File: src/design/ppmp_pkg.sv
// Shared types and constants for the plain-text PPM stream parser.
// Used by ppmp_parse_core, ppmp_out_fifo and ascii_ppm_stream_parser.
// No dependencies.
`default_nettype none

package ppmp_pkg;

  localparam int NumBits   = 16;
  localparam int HdrW      = 16;
  localparam int FieldW    = 16;
  localparam int CntW      = 34;
  localparam int FifoDepth = 4;
  localparam int FifoPtrW  = $clog2(FifoDepth);
  localparam int FifoCntW  = $clog2(FifoDepth + 1);

  localparam logic [CntW-1:0] CntMax = {CntW{1'b1}};

  localparam logic [1:0] KindSample = 2'd0;
  localparam logic [1:0] KindHeader = 2'd1;
  localparam logic [1:0] KindError  = 2'd2;
  localparam logic [1:0] KindAccept = 2'd3;

  localparam logic [7:0] ChNewline = 8'd10;
  localparam logic [7:0] ChSpace   = 8'h20;
  localparam logic [7:0] ChHash    = 8'h23;
  localparam logic [7:0] ChZero    = 8'h30;
  localparam logic [7:0] ChNine    = 8'h39;
  localparam logic [7:0] ChP       = 8'h50;
  localparam logic [7:0] ChThree   = 8'h33;

  typedef enum logic [4:0] {
    PhMagic = 5'b00001,
    PhSize  = 5'b00010,
    PhMaxv  = 5'b00100,
    PhPix   = 5'b01000,
    PhErr   = 5'b10000
  } phase_e;

  typedef struct packed {
    logic [1:0]        kind;
    logic [FieldW-1:0] sample;
    logic [FieldW-1:0] img_width;
    logic [FieldW-1:0] img_height;
    logic [FieldW-1:0] max_level;
    logic              final_item;
  } result_t;

  typedef struct packed {
    logic [1:0] num;
    result_t    r0;
    result_t    r1;
  } push_t;

endpackage

`default_nettype wire

File: src/design/ppmp_parse_core.sv
// Parser state and per-byte result logic for the PPM stream parser.
// Depends on ppmp_pkg; fed from the input register of the top level.
`default_nettype none

module ppmp_parse_core (
  input  wire                  clk_i,
  input  wire                  rst_ni,
  input  wire                  in_valid_i,
  input  wire  [7:0]           ch_i,
  input  wire                  eof_i,
  output ppmp_pkg::push_t      push_o
);
  import ppmp_pkg::*;

  phase_e               phase_q, phase_d;
  logic [1:0]           magic_pos_q, magic_pos_d;
  logic                 magic_bad_q, magic_bad_d;
  logic                 line_start_q, line_start_d;
  logic                 in_comment_q, in_comment_d;
  logic                 prev_space_q, prev_space_d;
  logic [1:0]           token_idx_q, token_idx_d;
  logic [HdrW-1:0]      width_q, width_d;
  logic [HdrW-1:0]      height_q, height_d;
  logic [HdrW-1:0]      maxval_q, maxval_d;
  logic [NumBits-1:0]   sample_q, sample_d;
  logic                 in_number_q, in_number_d;
  logic [CntW-1:0]      count_q, count_d;
  logic [CntW-1:0]      expect_q, expect_d;

  logic                 nl, is_space, digit;
  logic [3:0]           dval;
  logic [HdrW-1:0]      hdr_sel;
  logic [HdrW+3:0]      hdr_v;
  logic                 hdr_ovf;
  logic [NumBits+3:0]   smp_v;
  logic                 smp_ovf;
  logic [CntW-1:0]      cnt_inc, cnt_final;
  logic [2*HdrW-1:0]    area;
  logic [1:0]           limit;
  result_t              base;
  push_t                push;

  always_comb begin
    nl       = (ch_i == ChNewline);
    is_space = (ch_i == ChSpace);
    digit    = (ch_i >= ChZero) && (ch_i <= ChNine);
    dval     = 4'(ch_i - ChZero);

    if (phase_q == PhMaxv) begin
      hdr_sel = maxval_q;
    end else if (token_idx_q == 2'd0) begin
      hdr_sel = width_q;
    end else begin
      hdr_sel = height_q;
    end
    hdr_v   = ({4'd0, hdr_sel} << 3) + ({4'd0, hdr_sel} << 1) + (HdrW+4)'(dval);
    hdr_ovf = |hdr_v[HdrW+3:HdrW];

    smp_v   = ({4'd0, sample_q} << 3) + ({4'd0, sample_q} << 1) + (NumBits+4)'(dval);
    smp_ovf = |smp_v[NumBits+3:NumBits];

    cnt_inc   = (count_q == CntMax) ? count_q : count_q + CntW'(1);
    cnt_final = in_number_q ? cnt_inc : count_q;
    area      = width_q * height_q;
    limit     = (phase_q == PhSize) ? 2'd2 : 2'd1;

    base.kind       = KindError;
    base.sample     = '0;
    base.img_width  = FieldW'(width_q);
    base.img_height = FieldW'(height_q);
    base.max_level  = FieldW'(maxval_q);
    base.final_item = 1'b1;
  end

  always_comb begin
    phase_d      = phase_q;
    magic_pos_d  = magic_pos_q;
    magic_bad_d  = magic_bad_q;
    line_start_d = line_start_q;
    in_comment_d = in_comment_q;
    prev_space_d = prev_space_q;
    token_idx_d  = token_idx_q;
    width_d      = width_q;
    height_d     = height_q;
    maxval_d     = maxval_q;
    sample_d     = sample_q;
    in_number_d  = in_number_q;
    count_d      = count_q;
    expect_d     = expect_q;
    push.num     = 2'd0;
    push.r0      = base;
    push.r1      = base;

    if (!in_valid_i) begin
      push.num = 2'd0;
    end else if (eof_i) begin
      if (phase_q == PhPix) begin
        if (in_number_q) begin
          push.num           = 2'd2;
          push.r0.kind       = KindSample;
          push.r0.sample     = FieldW'(sample_q);
          push.r0.final_item = 1'b0;
          push.r1.kind       = (cnt_final == expect_q) ? KindAccept : KindError;
        end else begin
          push.num     = 2'd1;
          push.r0.kind = (cnt_final == expect_q) ? KindAccept : KindError;
        end
      end else if (phase_q != PhErr) begin
        push.num = 2'd1;
      end
      phase_d      = PhMagic;
      magic_pos_d  = '0;
      magic_bad_d  = 1'b0;
      line_start_d = 1'b1;
      in_comment_d = 1'b0;
      prev_space_d = 1'b0;
      token_idx_d  = '0;
      width_d      = '0;
      height_d     = '0;
      maxval_d     = '0;
      sample_d     = '0;
      in_number_d  = 1'b0;
      count_d      = '0;
      expect_d     = '0;
    end else begin
      case (phase_q)
        PhMagic: begin
          if (nl) begin
            if (magic_pos_q == 2'd2 && !magic_bad_q) begin
              phase_d      = PhSize;
              line_start_d = 1'b1;
              prev_space_d = 1'b0;
            end else begin
              phase_d  = PhErr;
              push.num = 2'd1;
            end
          end else if (magic_pos_q >= 2'd2) begin
            magic_bad_d = 1'b1;
          end else begin
            if (ch_i != ((magic_pos_q != 2'd0) ? ChThree : ChP)) begin
              magic_bad_d = 1'b1;
            end
            magic_pos_d = magic_pos_q + 2'd1;
          end
        end
        PhSize, PhMaxv: begin
          if (in_comment_q) begin
            if (nl) begin
              in_comment_d = 1'b0;
              line_start_d = 1'b1;
            end
          end else if (phase_q == PhSize && line_start_q && ch_i == ChHash) begin
            in_comment_d = 1'b1;
            line_start_d = 1'b0;
          end else if (nl) begin
            if (phase_q == PhSize) begin
              if (width_q == '0 || height_q == '0) begin
                phase_d  = PhErr;
                push.num = 2'd1;
              end else begin
                phase_d = PhMaxv;
              end
            end else begin
              phase_d      = PhPix;
              expect_d     = {1'b0, area, 1'b0} + {2'b00, area};
              push.num     = 2'd1;
              push.r0.kind = KindHeader;
            end
            token_idx_d  = '0;
            line_start_d = 1'b1;
            prev_space_d = 1'b0;
          end else if (token_idx_q >= limit) begin
            phase_d  = PhErr;
            push.num = 2'd1;
          end else begin
            if (digit) begin
              if (hdr_ovf) begin
                phase_d  = PhErr;
                push.num = 2'd1;
              end else if (phase_q == PhMaxv) begin
                maxval_d = hdr_v[HdrW-1:0];
              end else if (token_idx_q == 2'd0) begin
                width_d = hdr_v[HdrW-1:0];
              end else begin
                height_d = hdr_v[HdrW-1:0];
              end
            end else if (is_space && !line_start_q && !prev_space_q) begin
              token_idx_d = token_idx_q + 2'd1;
            end
            prev_space_d = is_space;
            line_start_d = 1'b0;
          end
        end
        PhPix: begin
          if (nl || is_space) begin
            if (in_number_q) begin
              push.num       = 2'd1;
              push.r0.kind   = KindSample;
              push.r0.sample = FieldW'(sample_q);
              count_d        = cnt_inc;
              in_number_d    = 1'b0;
              sample_d       = '0;
            end
          end else if (digit) begin
            if (!in_number_q) begin
              in_number_d = 1'b1;
              sample_d    = NumBits'(dval);
            end else if (smp_ovf) begin
              phase_d  = PhErr;
              push.num = 2'd1;
            end else begin
              sample_d = smp_v[NumBits-1:0];
            end
          end else begin
            phase_d  = PhErr;
            push.num = 2'd1;
          end
        end
        PhErr: begin
          push.num = 2'd0;
        end
        default: begin
          phase_d = PhErr;
        end
      endcase
    end
  end

  assign push_o = push;

  always_ff @(posedge clk_i or negedge rst_ni) begin
    if (!rst_ni) begin
      phase_q      <= PhMagic;
      magic_pos_q  <= '0;
      magic_bad_q  <= 1'b0;
      line_start_q <= 1'b1;
      in_comment_q <= 1'b0;
      prev_space_q <= 1'b0;
      token_idx_q  <= '0;
      width_q      <= '0;
      height_q     <= '0;
      maxval_q     <= '0;
      sample_q     <= '0;
      in_number_q  <= 1'b0;
      count_q      <= '0;
      expect_q     <= '0;
    end else begin
      phase_q      <= phase_d;
      magic_pos_q  <= magic_pos_d;
      magic_bad_q  <= magic_bad_d;
      line_start_q <= line_start_d;
      in_comment_q <= in_comment_d;
      prev_space_q <= prev_space_d;
      token_idx_q  <= token_idx_d;
      width_q      <= width_d;
      height_q     <= height_d;
      maxval_q     <= maxval_d;
      sample_q     <= sample_d;
      in_number_q  <= in_number_d;
      count_q      <= count_d;
      expect_q     <= expect_d;
    end
  end

  // End of file always rearms the parser for the next file.
  assert property (@(posedge clk_i) disable iff (!rst_ni)
    (in_valid_i && eof_i) |=> (phase_q == PhMagic))
    else $error("parser not rearmed after end of file");

  // In the error phase only end of file may produce anything.
  assert property (@(posedge clk_i) disable iff (!rst_ni)
    (in_valid_i && !eof_i && phase_q == PhErr) |-> (push.num == 2'd0))
    else $error("result produced while in error phase");

  // Two results come only from end of file with an open sample.
  assert property (@(posedge clk_i) disable iff (!rst_ni)
    (push.num == 2'd2) |-> (eof_i && in_number_q && phase_q == PhPix))
    else $error("unexpected double result");

  // End of file in the pixel phase always reports the verdict.
  assert property (@(posedge clk_i) disable iff (!rst_ni)
    (in_valid_i && eof_i && phase_q == PhPix) |-> (push.num != 2'd0))
    else $error("missing verdict at end of file");

endmodule

`default_nettype wire

File: src/design/ppmp_out_fifo.sv
// Result queue of the PPM stream parser; takes up to two results per cycle.
// Depends on ppmp_pkg.
`default_nettype none

module ppmp_out_fifo (
  input  wire                             clk_i,
  input  wire                             rst_ni,
  input  ppmp_pkg::push_t                 push_i,
  input  wire                             pop_i,
  output ppmp_pkg::result_t               head_o,
  output logic                            valid_o,
  output logic [ppmp_pkg::FifoCntW-1:0]   count_o
);
  import ppmp_pkg::*;

  result_t               mem_q [FifoDepth];
  logic [FifoPtrW-1:0]   wr_ptr_q, wr_ptr_d;
  logic [FifoPtrW-1:0]   rd_ptr_q, rd_ptr_d;
  logic [FifoCntW-1:0]   count_q, count_d;
  logic                  pop;

  always_comb begin
    pop      = pop_i && (count_q != '0);
    wr_ptr_d = wr_ptr_q + FifoPtrW'(push_i.num);
    rd_ptr_d = rd_ptr_q + FifoPtrW'(pop);
    count_d  = count_q + FifoCntW'(push_i.num) - FifoCntW'(pop);
  end

  always_ff @(posedge clk_i) begin
    if (push_i.num != 2'd0) begin
      mem_q[wr_ptr_q] <= push_i.r0;
    end
    if (push_i.num == 2'd2) begin
      mem_q[wr_ptr_q + FifoPtrW'(1)] <= push_i.r1;
    end
  end

  always_ff @(posedge clk_i or negedge rst_ni) begin
    if (!rst_ni) begin
      wr_ptr_q <= '0;
      rd_ptr_q <= '0;
      count_q  <= '0;
    end else begin
      wr_ptr_q <= wr_ptr_d;
      rd_ptr_q <= rd_ptr_d;
      count_q  <= count_d;
    end
  end

  assign head_o  = mem_q[rd_ptr_q];
  assign valid_o = (count_q != '0);
  assign count_o = count_q;

  // The queue must never be pushed past its depth.
  assert property (@(posedge clk_i) disable iff (!rst_ni)
    ((FifoCntW+1)'(count_q) + (FifoCntW+1)'(push_i.num)) <=
    ((FifoCntW+1)'(FifoDepth) + (FifoCntW+1)'(pop)))
    else $error("result queue overflow");

endmodule

`default_nettype wire

File: src/design/ascii_ppm_stream_parser.sv
// Top level of the plain-text PPM stream parser: input register, parser core
// and result queue. Depends on ppmp_pkg, ppmp_parse_core and ppmp_out_fifo.
// A byte's results reach the master side via the input register and the
// result queue. Throughput: one byte per cycle; the parser core updates
// its state in the cycle after the input register, and the four-entry
// result queue drops tready when it could not take two more results.
// Reset clears all parser state and empties the result queue at once.
`default_nettype none

module ascii_ppm_stream_parser (
  input  wire          clk_i,
  input  wire          rst_ni,
  input  wire          s_axis_tvalid_i,
  output logic         s_axis_tready_o,
  input  wire  [7:0]   s_axis_tdata_i,   // [7:0] ch
  input  wire          s_axis_tlast_i,   // end_of_file
  output logic         m_axis_tvalid_o,
  input  wire          m_axis_tready_i,
  output logic [63:0]  m_axis_tdata_o,   // [15:0] sample, [31:16] img_width,
                                         // [47:32] img_height, [63:48] max_level
  output logic [1:0]   m_axis_tuser_o,   // [1:0] kind
  output logic         m_axis_tlast_o    // final_item
);
  import ppmp_pkg::*;

  logic                 in_valid_q;
  logic [7:0]           ch_q;
  logic                 eof_q;
  logic                 s_fire;
  push_t                push;
  result_t              head;
  logic [FifoCntW-1:0]  fifo_count;

  // A request is taken only while the queue can absorb two results next cycle.
  assign s_axis_tready_o = ((FifoCntW+1)'(fifo_count) + (FifoCntW+1)'(push.num))
                           <= (FifoCntW+1)'(FifoDepth - 2);
  assign s_fire = s_axis_tvalid_i && s_axis_tready_o;

  always_ff @(posedge clk_i or negedge rst_ni) begin
    if (!rst_ni) begin
      in_valid_q <= 1'b0;
    end else begin
      in_valid_q <= s_fire;
    end
  end

  always_ff @(posedge clk_i) begin
    if (s_fire) begin
      ch_q  <= s_axis_tdata_i;
      eof_q <= s_axis_tlast_i;
    end
  end

  ppmp_parse_core u_core (
    .clk_i      (clk_i),
    .rst_ni     (rst_ni),
    .in_valid_i (in_valid_q),
    .ch_i       (ch_q),
    .eof_i      (eof_q),
    .push_o     (push)
  );

  ppmp_out_fifo u_fifo (
    .clk_i   (clk_i),
    .rst_ni  (rst_ni),
    .push_i  (push),
    .pop_i   (m_axis_tready_i),
    .head_o  (head),
    .valid_o (m_axis_tvalid_o),
    .count_o (fifo_count)
  );

  assign m_axis_tdata_o = {head.max_level, head.img_height, head.img_width, head.sample};
  assign m_axis_tuser_o = head.kind;
  assign m_axis_tlast_o = head.final_item;

endmodule

`default_nettype wire

File: config.mk
export PLATFORM = sky130hd
export DESIGN_NAME = ascii_ppm_stream_parser
export DESIGN_NICKNAME = d
export VERILOG_FILES = /design/src/design/ppmp_pkg.sv /design/src/design/ppmp_parse_core.sv /design/src/design/ppmp_out_fifo.sv /design/src/design/ascii_ppm_stream_parser.sv
export SDC_FILE = /design/constraint.sdc
export NUM_CORES = 2
export LEC_CHECK = 0
export ABC_AREA = 1
export BUFFER_PORTS_ARGS = -buffer_cell sky130_fd_sc_hd__buf_2
export CAP_MARGIN = 25
export CORE_MARGIN = 8
export CORE_UTILIZATION = 31
export DETAILED_ROUTE_END_ITERATION = 7
export GPL_TIMING_DRIVEN = 0
export PLACE_DENSITY = 0.49
export SLEW_MARGIN = 30
export SYNTH_ARGS = -nofsm -noshare
export SYNTH_HDL_FRONTEND = slang
export SYNTH_SLANG_ARGS = --single-unit
export TNS_END_PERCENT = 20
File: constraint.sdc
create_clock -name clk_i -period 10.1 [get_ports clk_i]
set_clock_uncertainty 0.15 [all_clocks]
set_input_delay 1.515 -clock clk_i [delete_from_list [all_inputs] [get_ports clk_i]]
set_output_delay 1.515 -clock clk_i [all_outputs]
set_load 0.005 [all_outputs]
== Yosys cells after proc, flatten, opt, wreduce, memory -nomap -nowiden ==
Memory sizes are Yosys's and may differ from the RTL's.
Index checks and enable logic that the tools add are counted.
Storage, ports and cells
  memories: 1
  bits in writable memories: 268
  register bits: 163
Memories
  u_fifo.mem_q: depth 4, width 67, read ports 1, clocked after memory_dff 0, wr ports 2, line ppmp_out_fifo.sv:16  | result_t mem_q [FifoDepth];
Cells by class
  add/sub/neg operators: 15
  equal/unequal tests: 40
  reduce and logical (&&, ||, !) cells: 48
  multiply operators: 1
  $lt $le $gt $ge: 5
  muxes and demuxes: 147
Operators by type and width (count)
  16-bit two-way mux: 40
  34-bit two-way mux: 11
  5-bit two-way mux: 15
  18-bit two-way mux: 3
  2-bit two-way mux: 23
  19-bit by 17-bit adder with 20-bit output: 2
  20-bit by 4-bit adder with 20-bit output: 2
  1-bit two-way mux: 40
  33-bit by 32-bit adder with 34-bit output: 1
  34-bit by 1-bit adder with 34-bit output (second input constant): 1
  34-bit equality test: 1
  34-bit equality test (second input constant): 1
  16-bit zero test: 2
  16-bit by 16-bit multiplier with 32-bit output: 1
  10-bit AND reduction: 3
  20-bit two-way mux: 1
  2-bit inequality test (second input constant): 10
  5-bit one-hot mux with 4 select lines: 1
  2-bit nonzero test: 10
  19-bit two-way mux: 1
  8-bit by 6-bit equality test with 1-bit output (second input constant): 2
  3-bit by 2-bit inequality test with 1-bit output (second input constant): 5
  3-bit nonzero test: 5
  7-bit AND reduction: 2
  44 further kinds: 73

== Logic depth before layout (Yosys ltp) ==
  word-level depth: 18
  mapped depth: 41
  mapped depth without buffers: 39

== Hierarchy ==
From an unflattened synthesis, not the netlist that was laid out.
Unflattened totals
  cell total of the unflattened synthesis: 4681
  area, all modules: 36039.6 µm²
By module, submodules not included
  ppmp_parse_core: area each 22255.1 µm², times used 1, seq. area each 3656.0 µm², cells each 3226
  ppmp_out_fifo: area each 13397.8 µm², times used 1, seq. area each 8222.9 µm², cells each 1431
  ascii_ppm_stream_parser: area each 386.6 µm², times used 1, seq. area each 295.3 µm², cells each 24

== Least setup slack after synthesis ==
Ideal clock, no wire load.
  path kind: register to register
  start: register u_core.height_q[9]
  end: register u_core.expect_q[32]
  slack: 2.523 ns
  data arrival time: 7.300 ns
  setup time: 0.127 ns
  data required time: 9.823 ns
  path buffers: 2
  stages on the path, launching flop included: 39
  path through: dfrtp_1 clkbuf_1 buf_1 nand2_1 fa_1 inv_1 fa_1 inv_1 fa_1 inv_1 fa_1 fa_1 inv_1 fa_1 inv_1 ha_1 nand2_1 nor2_1 [3 not listed] nand2_1 nand3b_1 o211ai_1 a21oi_1 o21ai_0 nand3_1 nand3_1 nand2_1 ha_1 nand2_1 inv_1 a221oi_1 o31ai_1 a211o_1 nand3_1 nand3_1 nand2_1 o21ai_0
Between the ends
  longest elaborated chain between the ends: 8
Ends and longest elaborated chain
  start: declaration: line ppmp_parse_core.sv:23  | logic [HdrW-1:0] height_q, height_d;
  start signal: assignment: line ppmp_parse_core.sv:256  | height_q <= height_d;
  16-bit by 16-bit multiplier with 32-bit output: line ppmp_parse_core.sv:64  | area = width_q * height_q;
  33-bit by 32-bit adder with 34-bit output: line ppmp_parse_core.sv:165  | expect_d = {1'b0, area, 1'b0} + {2'b00, area};
  34-bit two-way mux: line ppmp_parse_core.sv:156  | if (phase_q == PhSize) begin
  34-bit two-way mux: line ppmp_parse_core.sv:155  | end else if (nl) begin
  34-bit two-way mux: line ppmp_parse_core.sv:152  | end else if (phase_q == PhSize && line_start_q && ch_i == ChHash) begin
  34-bit two-way mux: line ppmp_parse_core.sv:147  | if (in_comment_q) begin
  34-bit two-way mux: line ppmp_parse_core.sv:126  | case (phase_q)
  34-bit two-way mux: line ppmp_parse_core.sv:96  | end else if (eof_i) begin
  end signal: assignment: line ppmp_parse_core.sv:261  | expect_q <= expect_d;
  end: declaration: line ppmp_parse_core.sv:28  | logic [CntW-1:0] expect_q, expect_d;
No other way between the ends. The select of a mux whose other input is x is not followed.
A chain may end at the register's enable or synchronous reset.

== Worst setup path after layout ==
  start: register u_core.height_q[9]
  end: register u_core.expect_q[30]
Same word-level chain as after synthesis.

==> flow_summary.ini <==
[outcome]
status = finished clean

[critical_path]
required_ps = 10460
crit_path_max_incr_delay_ps = 690
crit_slowest_cell = clkbuf_1
r2r_slack_ps = 1020
end_kind = flip-flop
crit_type = reg2reg
arrival_ps = 9440
start_kind = flip-flop
path_max_fanout = 10
r2r-start = u_core.height_q[9]$_DFFE_PN0P_
r2r_cells = 36
reg2reg_to = u_core.expect_q[30]$_DFFE_PN0P_

[yosys]
syn_nets = 4769
syn_inst = 4344
yosys_warnings = 0
postSynthAreaPerCell_um2 = 7.81
synth_edf_count = 205
ys_ff_latch = 431
synthFlopType = edfxtp_1
yosysSeqAreaShare_pct = 33.8
post_synth_num_cell_types = 60
netlist_area_mm2 = 0.0339
synthArstFlopShare_pct = 35.7

[route]
vias = 29249
drc_errors = 0
antenna_left = 0
drtIter0Drc = 2188
drtPass1Iterations = 5
routedWlPerCell_um = 18.7
via_per_inst = 4.92
routed_wl_um = 111000

[floorplanning]
initial_core_util_pct = 31.2
ioPinCount = 82
coreArea_mm2 = 0.109
dieWidth_um = 347
die_area_mm2 = 0.120
fp-row-count = 121
die_h_um = 347

[timing]
whs_ps = 299
maxSlewHeadroom_pct = 33.8
tightest_slew_ps = 993
period_share_pct = 89.9
rsz0062_at_grt = false
maxSlewViolCount = 0
final.min_clock_period_ps = 9080
fin_tns_setup_ps = 0
setup-violations-final = 0
finalHoldViolCount = 0
fmax_ghz = 0.110

[cts]
cts_tree = built
postCtsSetupRepairBufs = 0
cts_inserted_buffers = 53
post_cts_resize_count = 0
htree_levels = 2
clkTransAtPathRegs_ps = 60
clockRootBuffer = clkbuf_16
cts_sinks = 431
max-clock-path-buffers = 3
cts_hold_buf = 0
clock_latency_ps = 660

[worst_hold_path]
hold_class = reg2reg
holdPathEnd = u_fifo.mem_q[2][0]$_SDFFE_PP1P_
worstHoldStart = u_fifo.mem_q[2][0]$_SDFFE_PP1P_
holdPathStages = 2

[cells_and_area]
syn2layout_area_growth_pct = 12.0
drive_above_1_share_pct = 6.25
antennaDiodeCount = 0
fin_nets = 4912

[grt]
grt_pass1_wl_um = 173000
grt_max_degree = 78
grt_usage_pct = 18.1
grt_overflow_total = 0
grt_pass1_vias = 29000
antenna_found_initial = 0

[placement]
globalplace.congestion = 0.895
port-buffer-count = 81
dp_hpwl_um = 84900

[power_and_ir_drop]
total_leakage_power_nw = 18.0
ir_drop_mv = 0.175
p_per_area_mw_per_mm2 = 276

[flow_run]
cap_violations = 0
-- layout make-up --
cell class / instances / area (um2)
multi-input cells: 3016 / 19000
plain buffers: 232 / 1020
fillers: 11573 / 70700
well taps: 1414 / 1770
clock inverters: 31 / 259
inverters: 665 / 2500
repair buffers: 88 / 573
clock buffers: 68 / 1430
flip-flops and latches: 431 / 11500
-- kinds of logic after synthesis --
family	after synthesis	synth area share [%]
AO/OA/AOI/OAI	885	14.2
multiplexers	2	0.0590
XOR/XNOR	76	1.96
adder cells (fa/ha/maj)	412	19.6
AND/OR/NAND/NOR	1641	20.1
flip-flops	431	33.8
buffers and inverters	897	10.4
-- layer usage --
metal  vias up  share of wire (%)  global-route usage [%]
met2       686                 47                    30.5
met5         -                  0                       0
met4         0                2.0                    3.81
met1     14042                 46                    24.7
met3       121                5.0                    2.37
li1      14400                  -                       -
-- sequential cells by signal, indices dropped and copies added, names as in the netlist, 2 cells and up --
signal and count:
u_core.width_q 16, u_core.maxval_q 16, u_fifo.rd_ptr_q 2, ch_q 8, u_core.phase_q 5, u_core.height_q 16
u_fifo.mem_q 268, u_core.magic_pos_q 2, u_core.count_q 34, u_core.expect_q 34, u_core.sample_q 16, u_core.token_idx_q 2
u_fifo.wr_ptr_q 2, u_fifo.count_o 3
-- power breakdown --
part | internal [mW] | switching (mW) | total [mW] | leakage [nW]
logic | 1.96 | 4.34 | 6.30 | 12.5
clock network | 1.06 | 0.812 | 1.87 | 0.821
registers | 2.16 | 0.157 | 2.32 | 4.68
-- worst max-delay path by stage --
stage / cells past startpoint / slack [ps] / start / to
global route: 36 / 290 / u_core.height_q[9]$_DFFE_PN0P_ / u_core.expect_q[30]$_DFFE_PN0P_
CTS: 36 / 1000 / u_core.height_q[9]$_DFFE_PN0P_ / u_core.expect_q[30]$_DFFE_PN0P_
floorplan: 38 / 2520 / u_core.height_q[9]$_DFFE_PN0P_ / u_core.expect_q[32]$_DFFE_PN0P_
global placement: 36 / 1020 / u_core.height_q[9]$_DFFE_PN0P_ / u_core.expect_q[30]$_DFFE_PN0P_
finish: 36 / 1020 / u_core.height_q[9]$_DFFE_PN0P_ / u_core.expect_q[30]$_DFFE_PN0P_
detailed placement: 36 / 1020 / u_core.height_q[9]$_DFFE_PN0P_ / u_core.expect_q[30]$_DFFE_PN0P_
-- per-stage QoR --
| step | setup WS (ps) | std cells | power (mW) | instance area, um2 | util, % |
|---|---|---|---|---|---|
| after floorplan | 2520 | 4344 | 6.49 | 33900 | - |
| after global placement | 1020 | 5839 | 8.65 | 36100 | 33.2 |
| after detailed placement | 1020 | 5846 | 8.68 | 36300 | 33.4 |
| after CTS | 1000 | 5945 | 10.6 | 38000 | 35.0 |
| after global routing | 290 | 5945 | 11.4 | 38000 | 35.0 |
| final | 1020 | 5945 | 10.5 | 38000 | 35.0 |
-- worst max-delay path: cells and delay by family (launching register included) --
family | cells | cell delay, ps
compound gates | 8 | 1640
fa+ha+maj | 8 | 3840
buf+inv | 8 | 1560
flops | 1 | 310
simple gates | 12 | 1430
-- cells in the mapped netlist, types with 9 or more instances --
| library cell | count | share of area (%) |
|---|---|---|
| nand2_1 | 952 | 11 |
| inv_1 | 655 | 7.2 |
| a21oi_1 | 387 | 5.7 |
| nor2_1 | 369 | 4.1 |
| o21ai_0 | 299 | 4.4 |
| nand3_1 | 216 | 3.2 |
| ha_1 | 211 | 7.8 |
| edfxtp_1 | 205 | 18 |
| fa_1 | 201 | 12 |
| clkbuf_1 | 161 | 1.8 |
| dfrtp_1 | 152 | 11 |
| o22ai_1 | 108 | 2.0 |
| dfxtp_1 | 72 | 4.2 |
| xor2_1 | 49 | 1.3 |
| buf_2 | 38 | 0.56 |
| xnor2_1 | 27 | 0.70 |
| o211ai_1 | 20 | 0.44 |
| buf_1 | 19 | 0.21 |
| o31ai_1 | 17 | 0.38 |
| nor3_1 | 16 | 0.24 |
| nor4_1 | 15 | 0.28 |
| buf_6 | 13 | 0.43 |
| nand2_2 | 13 | 0.24 |
| nand4_1 | 13 | 0.24 |
| a21o_1 | 12 | 0.27 |
| nand3b_1 | 10 | 0.22 |
| nand3_2 | 9 | 0.27 |
-- cells in the final DEF, fill, tap and decap left out, types with 15 or more instances in the layout --
cell type / Yosys / routed
dfrtp_1: 152 / 152
edfxtp_1: 205 / 205
buf_1: 19 / 19
o31ai_1: 17 / 17
xnor2_1: 27 / 27
clkbuf_1: 161 / 170
nand3_1: 216 / 216
nor3_1: 16 / 16
o211ai_1: 20 / 20
fa_1: 201 / 201
ha_1: 211 / 211
o21ai_0: 299 / 299
o22ai_1: 108 / 108
a21oi_1: 387 / 387
dfxtp_1: 72 / 72
clkbuf_16: 0 / 53
nor2_1: 369 / 369
xor2_1: 49 / 49
buf_2: 38 / 118
nor4_1: 15 / 15
nand2_1: 952 / 948
inv_1: 655 / 655
No activity file was read; power rests on OpenSTA's default activity.
